## config.mk

```make
export PLATFORM = sky130hd
export DESIGN_NAME = track_odometry_arm_angle_filter_core_flat
export DESIGN_NICKNAME = d
export VERILOG_FILES = /design/src/hdl/taof_pkg.sv /design/src/hdl/taof_stream_if.sv /design/src/hdl/taof_front.sv /design/src/hdl/taof_queue.sv /design/src/hdl/taof_back.sv /design/src/hdl/track_odometry_arm_angle_filter_core.sv /design/src/flat_wrapper.sv
export VERILOG_INCLUDE_DIRS = /design/src /design/src/hdl
export SDC_FILE = /design/constraint.sdc
export NUM_CORES = 1
export LEC_CHECK = 0
export BUFFER_PORTS_ARGS = -buffer_cell sky130_fd_sc_hd__clkbuf_2
export CORE_AREA = 2 2 39 41
export DETAILED_ROUTE_END_ITERATION = 12
export DIE_AREA = 0 0 41 43
export HOLD_SLACK_MARGIN = 0.02
export SYNTH_ARGS = -nofsm -noshare
export SYNTH_HDL_FRONTEND = slang
export SYNTH_SLANG_ARGS = --single-unit
```

## constraint.sdc

```tcl
create_clock -name i_clk -period 2.01 [get_ports i_clk]
set_input_delay 0 -clock i_clk [delete_from_list [all_inputs] [get_ports i_clk]]
set_output_delay 0 -clock i_clk [all_outputs]
set_load 0.005 [all_outputs]
```

## src/hdl/track_odometry_arm_angle_filter_core_assert.svh

```systemverilog
// Assertion macros for the track odometry and arm angle filter.
// Included by the top level; no other dependencies.
`ifndef TRACK_ODOMETRY_ARM_ANGLE_FILTER_CORE_ASSERT_SVH
`define TRACK_ODOMETRY_ARM_ANGLE_FILTER_CORE_ASSERT_SVH
`ifndef SYNTHESIS
// Same-cycle implication under reset.
`define TAOF_ASSERT_NOW(label, clk, rst_n, ante, cons) \
    label: assert property (@(posedge clk) disable iff (!rst_n) (ante) |-> (cons)) \
        else $error("track filter check failed");
// Next-cycle implication under reset.
`define TAOF_ASSERT_NEXT(label, clk, rst_n, ante, cons) \
    label: assert property (@(posedge clk) disable iff (!rst_n) (ante) |=> (cons)) \
        else $error("track filter check failed");
`else
`define TAOF_ASSERT_NOW(label, clk, rst_n, ante, cons)
`define TAOF_ASSERT_NEXT(label, clk, rst_n, ante, cons)
`endif
`endif

```

## src/hdl/taof_pkg.sv

```systemverilog
// Shared types, widths and constants of the track odometry and arm angle filter.
// No dependencies.
package taof_pkg;

    // Command codes of an input transaction.
    localparam logic [1:0] CMD_SAMPLE = 2'd0;
    localparam logic [1:0] CMD_CLEAR  = 2'd1;
    localparam logic [1:0] CMD_STOP   = 2'd2;
    localparam logic [1:0] CMD_ARM    = 2'd3;

    // Configuration register indexes.
    localparam int CFG_IDX_W  = 3;
    localparam int CFG_DATA_W = 32;
    localparam logic [CFG_IDX_W-1:0] CFG_LEFT_SCALE  = 3'd0;
    localparam logic [CFG_IDX_W-1:0] CFG_RIGHT_SCALE = 3'd1;
    localparam logic [CFG_IDX_W-1:0] CFG_RAW_OFFSET  = 3'd2;
    localparam logic [CFG_IDX_W-1:0] CFG_RAW_PER_DEG = 3'd3;
    localparam logic [CFG_IDX_W-1:0] CFG_DEG_PER_RAW = 3'd4;
    localparam logic [CFG_IDX_W-1:0] CFG_ANGLE_FLOOR = 3'd5;
    localparam logic [CFG_IDX_W-1:0] CFG_ANGLE_CEIL  = 3'd6;
    localparam logic [CFG_IDX_W-1:0] CFG_STEP_LIMIT  = 3'd7;

    // Field widths.
    localparam int TRACK_W      = 48;
    localparam int ANGLE_W      = 24;
    localparam int RAW_W        = 16;
    localparam int SCALE_W      = 32;
    localparam int GAIN_W       = 16;
    localparam int STEP_W       = 23;
    localparam int ANGLE_PROD_W = 33;
    localparam int CMD_PROD_W   = 40;

    // Saturation limits.
    localparam logic signed [TRACK_W-1:0] TRACK_MAX = 48'sh7FFF_FFFF_FFFF;
    localparam logic signed [TRACK_W-1:0] TRACK_MIN = 48'sh8000_0000_0000;
    localparam logic signed [RAW_W-1:0]   RAW_MAX   = 16'sh7FFF;
    localparam logic signed [RAW_W-1:0]   RAW_MIN   = 16'sh8000;

    // Configuration reset values.
    localparam logic signed [GAIN_W-1:0]  GAIN_RESET  = 16'sd256;
    localparam logic signed [ANGLE_W-1:0] FLOOR_RESET = -24'sd23040;
    localparam logic signed [ANGLE_W-1:0] CEIL_RESET  = 24'sd23040;
    localparam logic [STEP_W-1:0]         STEP_RESET  = 23'd2560;

    // Default depth of the queue between front and back.
    localparam int QUEUE_DEPTH_DEF = 2;

    typedef struct packed {
        logic [1:0]               cmd;
        logic signed [RAW_W-1:0]  clicks_left;
        logic signed [RAW_W-1:0]  clicks_right;
        logic signed [RAW_W-1:0]  raw_inclination;
        logic signed [RAW_W-1:0]  target_angle;
    } t_in_item;

    typedef struct packed {
        logic signed [TRACK_W-1:0] odo_left;
        logic signed [TRACK_W-1:0] odo_right;
        logic signed [ANGLE_W-1:0] held_pitch;
        logic                      sample_accepted;
        logic signed [RAW_W-1:0]   raw_command;
        logic                      command_valid;
    } t_out_item;

    typedef struct packed {
        logic [SCALE_W-1:0]        left_click_scale;
        logic [SCALE_W-1:0]        right_click_scale;
        logic signed [GAIN_W-1:0]  raw_offset;
        logic signed [GAIN_W-1:0]  raw_per_degree;
        logic signed [GAIN_W-1:0]  degree_per_raw;
        logic signed [ANGLE_W-1:0] angle_floor;
        logic signed [ANGLE_W-1:0] angle_ceiling;
        logic [STEP_W-1:0]         angle_step_limit;
    } t_cfg;

    // Classified work passed from the front to the back.
    typedef struct packed {
        logic [1:0]                     cmd;
        logic signed [TRACK_W-1:0]      dist_left;
        logic signed [TRACK_W-1:0]      dist_right;
        logic signed [ANGLE_PROD_W-1:0] angle_prod;
        logic signed [RAW_W-1:0]        target_angle;
    } t_work;

    typedef struct packed {
        logic full;
        logic empty;
    } t_queue_status;

    // Saturating add of a distance to a track accumulator.
    function automatic logic signed [TRACK_W-1:0] sat_track_add(
        input logic signed [TRACK_W-1:0] a,
        input logic signed [TRACK_W-1:0] b
    );
        logic signed [TRACK_W:0] sum;
        sum = {a[TRACK_W-1], a} + {b[TRACK_W-1], b};
        if (sum[TRACK_W] != sum[TRACK_W-1]) begin
            return sum[TRACK_W] ? TRACK_MIN : TRACK_MAX;
        end
        return sum[TRACK_W-1:0];
    endfunction

endpackage

```

## src/hdl/taof_stream_if.sv

```systemverilog
// Valid/ready stream channel carrying one payload per transaction.
// The payload type is given by the instance; no package dependency.
interface taof_stream_if #(
    parameter type t_payload = logic
);
    logic     valid;
    logic     ready;
    t_payload payload;

    modport source (output valid, output payload, input ready);
    modport sink   (input valid, input payload, output ready);
endinterface

```

## src/hdl/taof_front.sv

```systemverilog
// Front part: registers an input transaction and forms the click and angle products.
// Depends on taof_pkg and taof_stream_if.
module taof_front import taof_pkg::*; (
    input  logic          i_clk,
    input  logic          i_rst_n,
    input  t_cfg          i_cfg,
    taof_stream_if.sink   i_item,
    output logic          o_push,
    output t_work         o_work,
    input  logic          i_full
);

    logic     r_valid;
    t_in_item r_item;

    logic signed [SCALE_W+RAW_W:0]  w_prod_l;
    logic signed [SCALE_W+RAW_W:0]  w_prod_r;
    logic signed [RAW_W:0]          w_raw_diff;

    // The stage takes a new transaction when empty or when it moves on.
    assign o_push       = r_valid && !i_full;
    assign i_item.ready = !r_valid || !i_full;

    always_ff @(posedge i_clk) begin
        if (!i_rst_n) begin
            r_valid <= 1'b0;
        end else if (i_item.ready) begin
            r_valid <= i_item.valid;
        end
    end

    always_ff @(posedge i_clk) begin
        if (i_item.ready && i_item.valid) begin
            r_item <= i_item.payload;
        end
    end

    // Distance per wheel: signed clicks times unsigned scale.
    assign w_prod_l = $signed(r_item.clicks_left) * $signed({1'b0, i_cfg.left_click_scale});
    assign w_prod_r = $signed(r_item.clicks_right) * $signed({1'b0, i_cfg.right_click_scale});

    // Angle before limiting: (raw - offset) * degrees per raw unit, exact in Q.8.
    assign w_raw_diff = $signed({r_item.raw_inclination[RAW_W-1], r_item.raw_inclination})
                      - $signed({i_cfg.raw_offset[GAIN_W-1], i_cfg.raw_offset});

    always_comb begin
        o_work.cmd          = r_item.cmd;
        o_work.dist_left    = w_prod_l[TRACK_W-1:0];
        o_work.dist_right   = w_prod_r[TRACK_W-1:0];
        o_work.angle_prod   = w_raw_diff * i_cfg.degree_per_raw;
        o_work.target_angle = r_item.target_angle;
    end

endmodule

```

## src/hdl/taof_queue.sv

```systemverilog
// Short first-in first-out queue of classified work between front and back.
// Depends on taof_pkg.
module taof_queue import taof_pkg::*; #(
    parameter int DEPTH = QUEUE_DEPTH_DEF
) (
    input  logic          i_clk,
    input  logic          i_rst_n,
    input  logic          i_push,
    input  t_work         i_work,
    input  logic          i_pop,
    output t_work         o_head,
    output t_queue_status o_status
);

    localparam int PTR_W = (DEPTH > 1) ? $clog2(DEPTH) : 1;
    localparam int CNT_W = $clog2(DEPTH + 1);

    t_work            r_slot [DEPTH];
    logic [PTR_W-1:0] r_wr;
    logic [PTR_W-1:0] r_rd;
    logic [CNT_W-1:0] r_count;
    logic             w_push;
    logic             w_pop;

    assign o_status.full  = (r_count == CNT_W'(DEPTH));
    assign o_status.empty = (r_count == '0);
    assign w_push         = i_push && !o_status.full;
    assign w_pop          = i_pop && !o_status.empty;
    assign o_head         = r_slot[r_rd];

    // Pointers and fill count.
    always_ff @(posedge i_clk) begin
        if (!i_rst_n) begin
            r_wr    <= '0;
            r_rd    <= '0;
            r_count <= '0;
        end else begin
            if (w_push) begin
                r_wr <= (r_wr == PTR_W'(DEPTH - 1)) ? '0 : r_wr + 1'b1;
            end
            if (w_pop) begin
                r_rd <= (r_rd == PTR_W'(DEPTH - 1)) ? '0 : r_rd + 1'b1;
            end
            if (w_push && !w_pop) begin
                r_count <= r_count + 1'b1;
            end else if (w_pop && !w_push) begin
                r_count <= r_count - 1'b1;
            end
        end
    end

    // Entry storage.
    always_ff @(posedge i_clk) begin
        if (w_push) begin
            r_slot[r_wr] <= i_work;
        end
    end

endmodule

```

## src/hdl/taof_back.sv

```systemverilog
// Back part: updates tracks and held angle, forms raw commands, drives results.
// Depends on taof_pkg and taof_stream_if.
module taof_back import taof_pkg::*; (
    input  logic          i_clk,
    input  logic          i_rst_n,
    input  t_cfg          i_cfg,
    input  t_work         i_head,
    input  t_queue_status i_status,
    output logic          o_pop,
    taof_stream_if.source o_res
);

    // State.
    logic signed [TRACK_W-1:0] r_left;
    logic signed [TRACK_W-1:0] r_right;
    logic signed [ANGLE_W-1:0] r_held;
    logic signed [TRACK_W-1:0] n_left;
    logic signed [TRACK_W-1:0] n_right;
    logic signed [ANGLE_W-1:0] n_held;

    // Stage A: state applied.
    logic                      r_a_valid;
    logic signed [TRACK_W-1:0] r_a_left;
    logic signed [TRACK_W-1:0] r_a_right;
    logic signed [ANGLE_W-1:0] r_a_angle;
    logic                      r_a_accepted;
    logic                      r_a_cmd_valid;
    logic signed [ANGLE_W-1:0] r_a_op;

    // Stage B: command product.
    logic                         r_b_valid;
    logic signed [TRACK_W-1:0]    r_b_left;
    logic signed [TRACK_W-1:0]    r_b_right;
    logic signed [ANGLE_W-1:0]    r_b_angle;
    logic                         r_b_accepted;
    logic                         r_b_cmd_valid;
    logic signed [CMD_PROD_W-1:0] r_b_prod;

    // Stage C: result register.
    logic      r_c_valid;
    t_out_item r_c_item;

    logic                           w_en;
    logic                           w_in_range;
    logic signed [ANGLE_W:0]        w_step;
    logic [ANGLE_W:0]               w_step_abs;
    logic                           w_accept;
    logic signed [ANGLE_W-1:0]      w_op;
    logic signed [CMD_PROD_W:0]     w_scaled;
    logic signed [CMD_PROD_W-16:0]  w_quot;
    logic signed [RAW_W-1:0]        w_raw_sat;

    // The whole back pipeline moves unless a finished result is stalled.
    assign w_en  = !r_c_valid || o_res.ready;
    assign o_pop = w_en && !i_status.empty;

    // Plausibility checks: a product outside 24 bits always fails the range test.
    assign w_in_range = (i_head.angle_prod > ANGLE_PROD_W'(i_cfg.angle_floor))
                     && (i_head.angle_prod < ANGLE_PROD_W'(i_cfg.angle_ceiling));
    assign w_step     = $signed({i_head.angle_prod[ANGLE_W-1], i_head.angle_prod[ANGLE_W-1:0]})
                      - $signed({r_held[ANGLE_W-1], r_held});
    assign w_step_abs = w_step[ANGLE_W] ? -w_step : w_step;
    assign w_accept   = (i_head.cmd == CMD_SAMPLE) && w_in_range
                     && (w_step_abs < {2'b00, i_cfg.angle_step_limit});

    // Next state per command.
    always_comb begin
        n_left  = r_left;
        n_right = r_right;
        n_held  = w_accept ? i_head.angle_prod[ANGLE_W-1:0] : r_held;
        unique case (i_head.cmd)
            CMD_SAMPLE: begin
                n_left  = sat_track_add(r_left, i_head.dist_left);
                n_right = sat_track_add(r_right, i_head.dist_right);
            end
            CMD_CLEAR: begin
                n_left  = '0;
                n_right = '0;
            end
            CMD_STOP, CMD_ARM: begin
                n_left  = r_left;
                n_right = r_right;
            end
            default: begin
                n_left  = r_left;
                n_right = r_right;
            end
        endcase
    end

    // Multiplier operand in Q.8: held angle for stop, whole degrees shifted for arm.
    assign w_op = (i_head.cmd == CMD_STOP) ? r_held : {i_head.target_angle, 8'h00};

    always_ff @(posedge i_clk) begin
        if (!i_rst_n) begin
            r_left  <= '0;
            r_right <= '0;
            r_held  <= '0;
        end else if (o_pop) begin
            r_left  <= n_left;
            r_right <= n_right;
            r_held  <= n_held;
        end
    end

    // Pipeline valid bits.
    always_ff @(posedge i_clk) begin
        if (!i_rst_n) begin
            r_a_valid <= 1'b0;
            r_b_valid <= 1'b0;
            r_c_valid <= 1'b0;
        end else if (w_en) begin
            r_a_valid <= o_pop;
            r_b_valid <= r_a_valid;
            r_c_valid <= r_b_valid;
        end
    end

    // Stage A payload.
    always_ff @(posedge i_clk) begin
        if (o_pop) begin
            r_a_left      <= n_left;
            r_a_right     <= n_right;
            r_a_angle     <= n_held;
            r_a_accepted  <= w_accept;
            r_a_cmd_valid <= (i_head.cmd == CMD_STOP) || (i_head.cmd == CMD_ARM);
            r_a_op        <= w_op;
        end
    end

    // Stage B payload: operand times raw units per degree, Q.16.
    always_ff @(posedge i_clk) begin
        if (w_en) begin
            r_b_left      <= r_a_left;
            r_b_right     <= r_a_right;
            r_b_angle     <= r_a_angle;
            r_b_accepted  <= r_a_accepted;
            r_b_cmd_valid <= r_a_cmd_valid;
            r_b_prod      <= r_a_op * i_cfg.raw_per_degree;
        end
    end

    // Add the offset, drop the fraction toward zero and saturate to 16 bits.
    assign w_scaled = {r_b_prod[CMD_PROD_W-1], r_b_prod}
                    + (CMD_PROD_W+1)'($signed({i_cfg.raw_offset, 16'h0000}));
    assign w_quot   = w_scaled[CMD_PROD_W:16]
                    + {{(CMD_PROD_W-16){1'b0}}, (w_scaled[CMD_PROD_W] && (|w_scaled[15:0]))};

    always_comb begin
        if (w_quot > (CMD_PROD_W-15)'(RAW_MAX)) begin
            w_raw_sat = RAW_MAX;
        end else if (w_quot < (CMD_PROD_W-15)'(RAW_MIN)) begin
            w_raw_sat = RAW_MIN;
        end else begin
            w_raw_sat = w_quot[RAW_W-1:0];
        end
    end

    // Result register.
    always_ff @(posedge i_clk) begin
        if (w_en) begin
            r_c_item.odo_left        <= r_b_left;
            r_c_item.odo_right       <= r_b_right;
            r_c_item.held_pitch      <= r_b_angle;
            r_c_item.sample_accepted <= r_b_accepted;
            r_c_item.raw_command     <= r_b_cmd_valid ? w_raw_sat : '0;
            r_c_item.command_valid   <= r_b_cmd_valid;
        end
    end

    assign o_res.valid   = r_c_valid;
    assign o_res.payload = r_c_item;

endmodule

```

## src/hdl/track_odometry_arm_angle_filter_core.sv

```systemverilog
// Top level of the track odometry and arm angle filter: configuration registers,
// front, queue and back. Depends on taof_pkg, taof_stream_if and the assertion header.
//
// Channel      Direction  Handshake    Payload
// i_in_chan    in         valid/ready  t_in_item  (cmd, clicks, raw reading, target)
// o_out_chan   out        valid/ready  t_out_item (tracks, angle, flags, raw command)
// i_cfg_*      in         write enable register index and 32-bit data
//
// One transaction per cycle is sustained while the output is ready; a result
// passes the front register, queue, state stage, multiplier and result register.
// The front and back stall on their own, the queue absorbs the difference.
// Synchronous reset clears tracks, held angle, queue, valid bits; sets config defaults.
`include "track_odometry_arm_angle_filter_core_assert.svh"
module track_odometry_arm_angle_filter_core import taof_pkg::*; #(
    parameter int QUEUE_DEPTH = QUEUE_DEPTH_DEF
) (
    input  logic                  i_clk,
    input  logic                  i_rst_n,
    taof_stream_if.sink           i_in_chan,
    taof_stream_if.source         o_out_chan,
    input  logic                  i_cfg_we,
    input  logic [CFG_IDX_W-1:0]  i_cfg_idx,
    input  logic [CFG_DATA_W-1:0] i_cfg_data
);

    t_cfg          r_cfg;
    logic          w_push;
    logic          w_pop;
    t_work         w_work;
    t_work         w_head;
    t_queue_status w_status;
    t_out_item     w_res;
    logic          w_res_valid;
    logic          w_in_window;

    // Configuration register file.
    always_ff @(posedge i_clk) begin
        if (!i_rst_n) begin
            r_cfg.left_click_scale  <= '0;
            r_cfg.right_click_scale <= '0;
            r_cfg.raw_offset        <= '0;
            r_cfg.raw_per_degree    <= GAIN_RESET;
            r_cfg.degree_per_raw    <= GAIN_RESET;
            r_cfg.angle_floor       <= FLOOR_RESET;
            r_cfg.angle_ceiling     <= CEIL_RESET;
            r_cfg.angle_step_limit  <= STEP_RESET;
        end else if (i_cfg_we) begin
            unique case (i_cfg_idx)
                CFG_LEFT_SCALE:  r_cfg.left_click_scale  <= i_cfg_data;
                CFG_RIGHT_SCALE: r_cfg.right_click_scale <= i_cfg_data;
                CFG_RAW_OFFSET:  r_cfg.raw_offset        <= i_cfg_data[GAIN_W-1:0];
                CFG_RAW_PER_DEG: r_cfg.raw_per_degree    <= i_cfg_data[GAIN_W-1:0];
                CFG_DEG_PER_RAW: r_cfg.degree_per_raw    <= i_cfg_data[GAIN_W-1:0];
                CFG_ANGLE_FLOOR: r_cfg.angle_floor       <= i_cfg_data[ANGLE_W-1:0];
                CFG_ANGLE_CEIL:  r_cfg.angle_ceiling     <= i_cfg_data[ANGLE_W-1:0];
                CFG_STEP_LIMIT:  r_cfg.angle_step_limit  <= i_cfg_data[STEP_W-1:0];
                default: begin
                end
            endcase
        end
    end

    taof_front u_front (
        .i_clk   (i_clk),
        .i_rst_n (i_rst_n),
        .i_cfg   (r_cfg),
        .i_item  (i_in_chan),
        .o_push  (w_push),
        .o_work  (w_work),
        .i_full  (w_status.full)
    );

    taof_queue #(
        .DEPTH (QUEUE_DEPTH)
    ) u_queue (
        .i_clk    (i_clk),
        .i_rst_n  (i_rst_n),
        .i_push   (w_push),
        .i_work   (w_work),
        .i_pop    (w_pop),
        .o_head   (w_head),
        .o_status (w_status)
    );

    taof_back u_back (
        .i_clk    (i_clk),
        .i_rst_n  (i_rst_n),
        .i_cfg    (r_cfg),
        .i_head   (w_head),
        .i_status (w_status),
        .o_pop    (w_pop),
        .o_res    (o_out_chan)
    );

    // Result view for the checks below.
    assign w_res       = o_out_chan.payload;
    assign w_res_valid = o_out_chan.valid;
    assign w_in_window = (w_res.held_pitch > r_cfg.angle_floor)
                      && (w_res.held_pitch < r_cfg.angle_ceiling);

    // A transaction pushed into the queue leaves it non-empty.
    `TAOF_ASSERT_NEXT(a_push_fills, i_clk, i_rst_n, w_push, !w_status.empty)
    // An accepted sample angle lies strictly inside the configured window.
    `TAOF_ASSERT_NOW(a_accept_window, i_clk, i_rst_n, w_res_valid && w_res.sample_accepted, w_in_window)
    // A raw command result is never also an accepted sample.
    `TAOF_ASSERT_NOW(a_cmd_excl, i_clk, i_rst_n, w_res_valid && w_res.command_valid, !w_res.sample_accepted)
    // Results without a command carry a zero raw command.
    `TAOF_ASSERT_NOW(a_raw_zero, i_clk, i_rst_n, w_res_valid && !w_res.command_valid, w_res.raw_command == '0)

endmodule
```

## src/flat_wrapper.sv

```systemverilog
// flat-port wrapper written by rule: the top's interface ports become plain ports
module track_odometry_arm_angle_filter_core_flat import taof_pkg::*;
#(
    parameter int QUEUE_DEPTH = QUEUE_DEPTH_DEF
)
  (i_clk, i_rst_n, i_cfg_we, i_cfg_idx, i_cfg_data, i_in_chan_valid, i_in_chan_payload, i_in_chan_ready, o_out_chan_valid, o_out_chan_payload, o_out_chan_ready);
  taof_stream_if i_in_chan_i ();
  taof_stream_if o_out_chan_i ();
  input  logic i_clk;
  input  logic i_rst_n;
  input  logic i_cfg_we;
  input  logic [CFG_IDX_W-1:0] i_cfg_idx;
  input  logic [CFG_DATA_W-1:0] i_cfg_data;
  input wire logic [$bits(i_in_chan_i.valid)-1:0] i_in_chan_valid;
  input wire logic [$bits(i_in_chan_i.payload)-1:0] i_in_chan_payload;
  output wire logic [$bits(i_in_chan_i.ready)-1:0] i_in_chan_ready;
  output wire logic [$bits(o_out_chan_i.valid)-1:0] o_out_chan_valid;
  output wire logic [$bits(o_out_chan_i.payload)-1:0] o_out_chan_payload;
  input wire logic [$bits(o_out_chan_i.ready)-1:0] o_out_chan_ready;
  assign i_in_chan_i.valid = i_in_chan_valid;
  assign i_in_chan_i.payload = i_in_chan_payload;
  assign i_in_chan_ready = i_in_chan_i.ready;
  assign o_out_chan_valid = o_out_chan_i.valid;
  assign o_out_chan_payload = o_out_chan_i.payload;
  assign o_out_chan_i.ready = o_out_chan_ready;
  track_odometry_arm_angle_filter_core #(.QUEUE_DEPTH(QUEUE_DEPTH)) u_core (.i_clk(i_clk), .i_rst_n(i_rst_n), .i_in_chan(i_in_chan_i), .o_out_chan(o_out_chan_i), .i_cfg_we(i_cfg_we), .i_cfg_idx(i_cfg_idx), .i_cfg_data(i_cfg_data));
endmodule
```

==> out/results.tsv <==
stage	metric	value	unit
status	outcome	finished, final reports clean	
clock_tree	hold_buffers	1	
placement	gp_congestion	0.617	
worst_setup_path	r2r_setup_slack	0.52	ns
clock_tree	cts_made_buffers	3	
min_path	hp-start	i_rst_n	
clock_tree	clockBufferDepth	2	
worst_setup_path	crit_arrival	1.67	ns
clock_tree	htree_levels	1	
drt	drtIter0Drc	3	
timing	period_share	74.3	%
floorplanning	ios	44	
worst_setup_path	r2r-end	u_core.u_queue.r_count[1]$_SDFFE_PN0P_	
synth	synthCells	29	
drt	final_antenna_net_count	0	
drt	vias	216	
timing	drv_slew	0	
grt	grt_pass1_wl	759	um
layout	diodes	0	
floorplanning	dieArea	1760	sq um
layout	num-fill-cells	159	
synth	synth_top_cells_by_area	dfxtp_1 (45%), a21boi_0 (11%), ha_1 (4.7%), nand2_1 (4.2%), o21ai_0 (3.8%)	
grt	antenna_found_initial	0	
floorplanning	dieHeight	43	um
layout	final_common_cell	dfxtp_1	
worst_setup_path	cp_num_buf_inv	1	
layout	fin_nets	81	
worst_setup_path	critPathKind	reg2reg	
worst_setup_path	crit_path_max_incr_delay	0.40	ns
clock_tree	cts_tree	built	
synth	ys_seq_area_share	45.3	%
power	p_per_area	1230	nW/um^2
synth	ys_seq_elements	6	
synth	synth.distinct_cells	17	
layout	regArea	120	sq um
synth	avgSynthCellArea	9.15	sq um
clock_tree	clk-insertion-delay-late	0.24	ns
layout	area_growth_syn_to_layout	26.4	%
worst_setup_path	crit_path_start_kind	flop	
worst_setup_path	setup.worst_path.end	u_core.u_queue.r_count[1]$_SDFFE_PN0P_	
drt	wl_per_cell	8.45	um
timing	rsz0062_at_grt	false	
worst_setup_path	cp_max_fo	4	
synth	syn_area	265	sq um
placement	io_buffers	5	
placement	placed_area	303	sq um
drt	drt_wl_total	448	um
clock_tree	cts_resized	0	
synth	synth.top_cell.area_share	45.3	%
floorplanning	dieWidth	41	um
run	drv_cap	0	
grt	grt_overflow_total	0	
timing	fmax	670	MHz
worst_setup_path	crit_start	u_core.u_queue.r_count[0]$_SDFFE_PN0P_	
layout	final_cell_area	335	sq um
layout	finalNonFillerCells	53	
clock_tree	clk_pin_slew	0.04	ns
worst_setup_path	crit_cells	5	
worst_setup_path	required	2.19	ns
drt	vias_per_cell	4.08	
timing	skew	0.000635	ns
clock_tree	root_buffer	clkbuf_4	
clock_tree	cts.sink_count	6	
clock_tree	cts_setup_buffers	0	
synth	yosysWarningCount	0	
min_path	hp-class	in2reg	
grt	grt_pass1_vias	195	
worst_setup_path	cp_top_family	flip-flops	
timing	setup_viol_count_final	0	
floorplanning	num_rows	14	
timing	hold_violations	0	
layout	multiInputGateArea	130	sq um
worst_setup_path	path_cells	inv_1, a21boi_0, ha_1, or3_1, a21boi_1	
worst_setup_path	r2r.worst_path.cells	5	
synth	synth_top_cell_by_area	dfxtp_1	
timing	whs	0.0287	ns
timing	fin_tns_setup	0	ns
worst_setup_path	slowest_stage	dfxtp_1	
power	p_leak	0.143	nW
grt	grt_start_max_net_pins	7	
drt	route.detailed.drc	0	
synth	syn_nets	71	
worst_setup_path	r2r_start	u_core.u_queue.r_count[0]$_SDFFE_PN0P_	
layout	drive_gt1_share	21.6	%
floorplanning	core_area	1380	sq um
floorplanning	start_util	19.2	%
grt	track_usage	7.06	%
timing	fin_crit	1.49	ns
worst_setup_path	worst_setup_path_end_kind	flop	
power	ir_drop	589	uV
placement	placed_cells	49	
drt	first_pass_iters	4	
layout	layout_common_cells	dfxtp_1 (6), clkbuf_2 (5), a21boi_0 (4)	
-- logic make-up (layout without fill, tap and decap cells) --
logic type	after synthesis	after routing	share of synthesized area, %
AOI/OAI and AO/OA	8	8	20.8
xor gates and xnor gates	2	2	6.60
adders and majority gates	1	1	4.72
buffers and inverters	3	11	5.66
DFF	6	6	45.3
other	1	1	1.41
and+or+nand+nor	8	8	15.6
-- routing by layer --
layer	track usage [%]	up-vias	share of wire (%)
li1	-	109	-
met2	8.75	9	42
met5	0	-	0
met3	7.85	2	12
met1	6.84	96	44
met4	4.00	0	1.8
-- sequential cells by signal, indices dropped and copies added (netlist names) --
name and count:
u_core.u_front.r_valid 1, u_core.u_back.r_b_valid 1, u_core.u_queue.r_count 2, u_core.u_back.r_a_valid 1
u_core.u_back.o_res.valid 1
-- synthesized netlist by cell type, drive strengths merged --
cell	instances
dfxtp	6
a21boi	5
nand2	3
inv	2
o21ai	2
and2	1
buf	1
conb	1
ha	1
nand2b	1
nand3	1
nor2b	1
o21a	1
or3	1
xnor2	1
xor2	1
-- power by group --
group,switching [mW],internal [mW]
combinational,0.0556,0.0678
clock,0.0439,0.0676
sequential,0.0265,0.151
total,0.126,0.286
-- worst min path at each step --
stage          cells past startpoint  slack (ns)                                endpoint
2_1_floorplan                      1        0.12  u_core.u_back.o_res.valid$_SDFFE_PN0N_
3_3_place_gp                       3        0.23     u_core.u_front.r_valid$_SDFFE_PN0P_
3_5_place_dp                       3        0.23     u_core.u_front.r_valid$_SDFFE_PN0P_
4_1_cts                            2        0.03  u_core.u_back.o_res.valid$_SDFFE_PN0N_
5_1_grt                            2        0.05  u_core.u_back.o_res.valid$_SDFFE_PN0N_
6_report                           2        0.03  u_core.u_back.o_res.valid$_SDFFE_PN0N_
-- stage by stage --
stage                     power, mW  util (%)  setup slack, ns
after CTS                     0.418      24.2            0.506
after detailed placement      0.302      21.9            0.523
after global placement        0.296      21.9            0.544
after global routing          0.443      24.2            0.334
after floorplan               0.274         -            0.615
final                         0.413      24.2            0.517
-- final cells by class --
class,count,share of cell area [%]
timing repair buffer,6,10.4
multi-input combinational,20,38.8
sequential,6,35.8
tap,16,5.97
clock buffer,3,6.72
inverter,2,2.24
(Power assumes the default switching activity.)
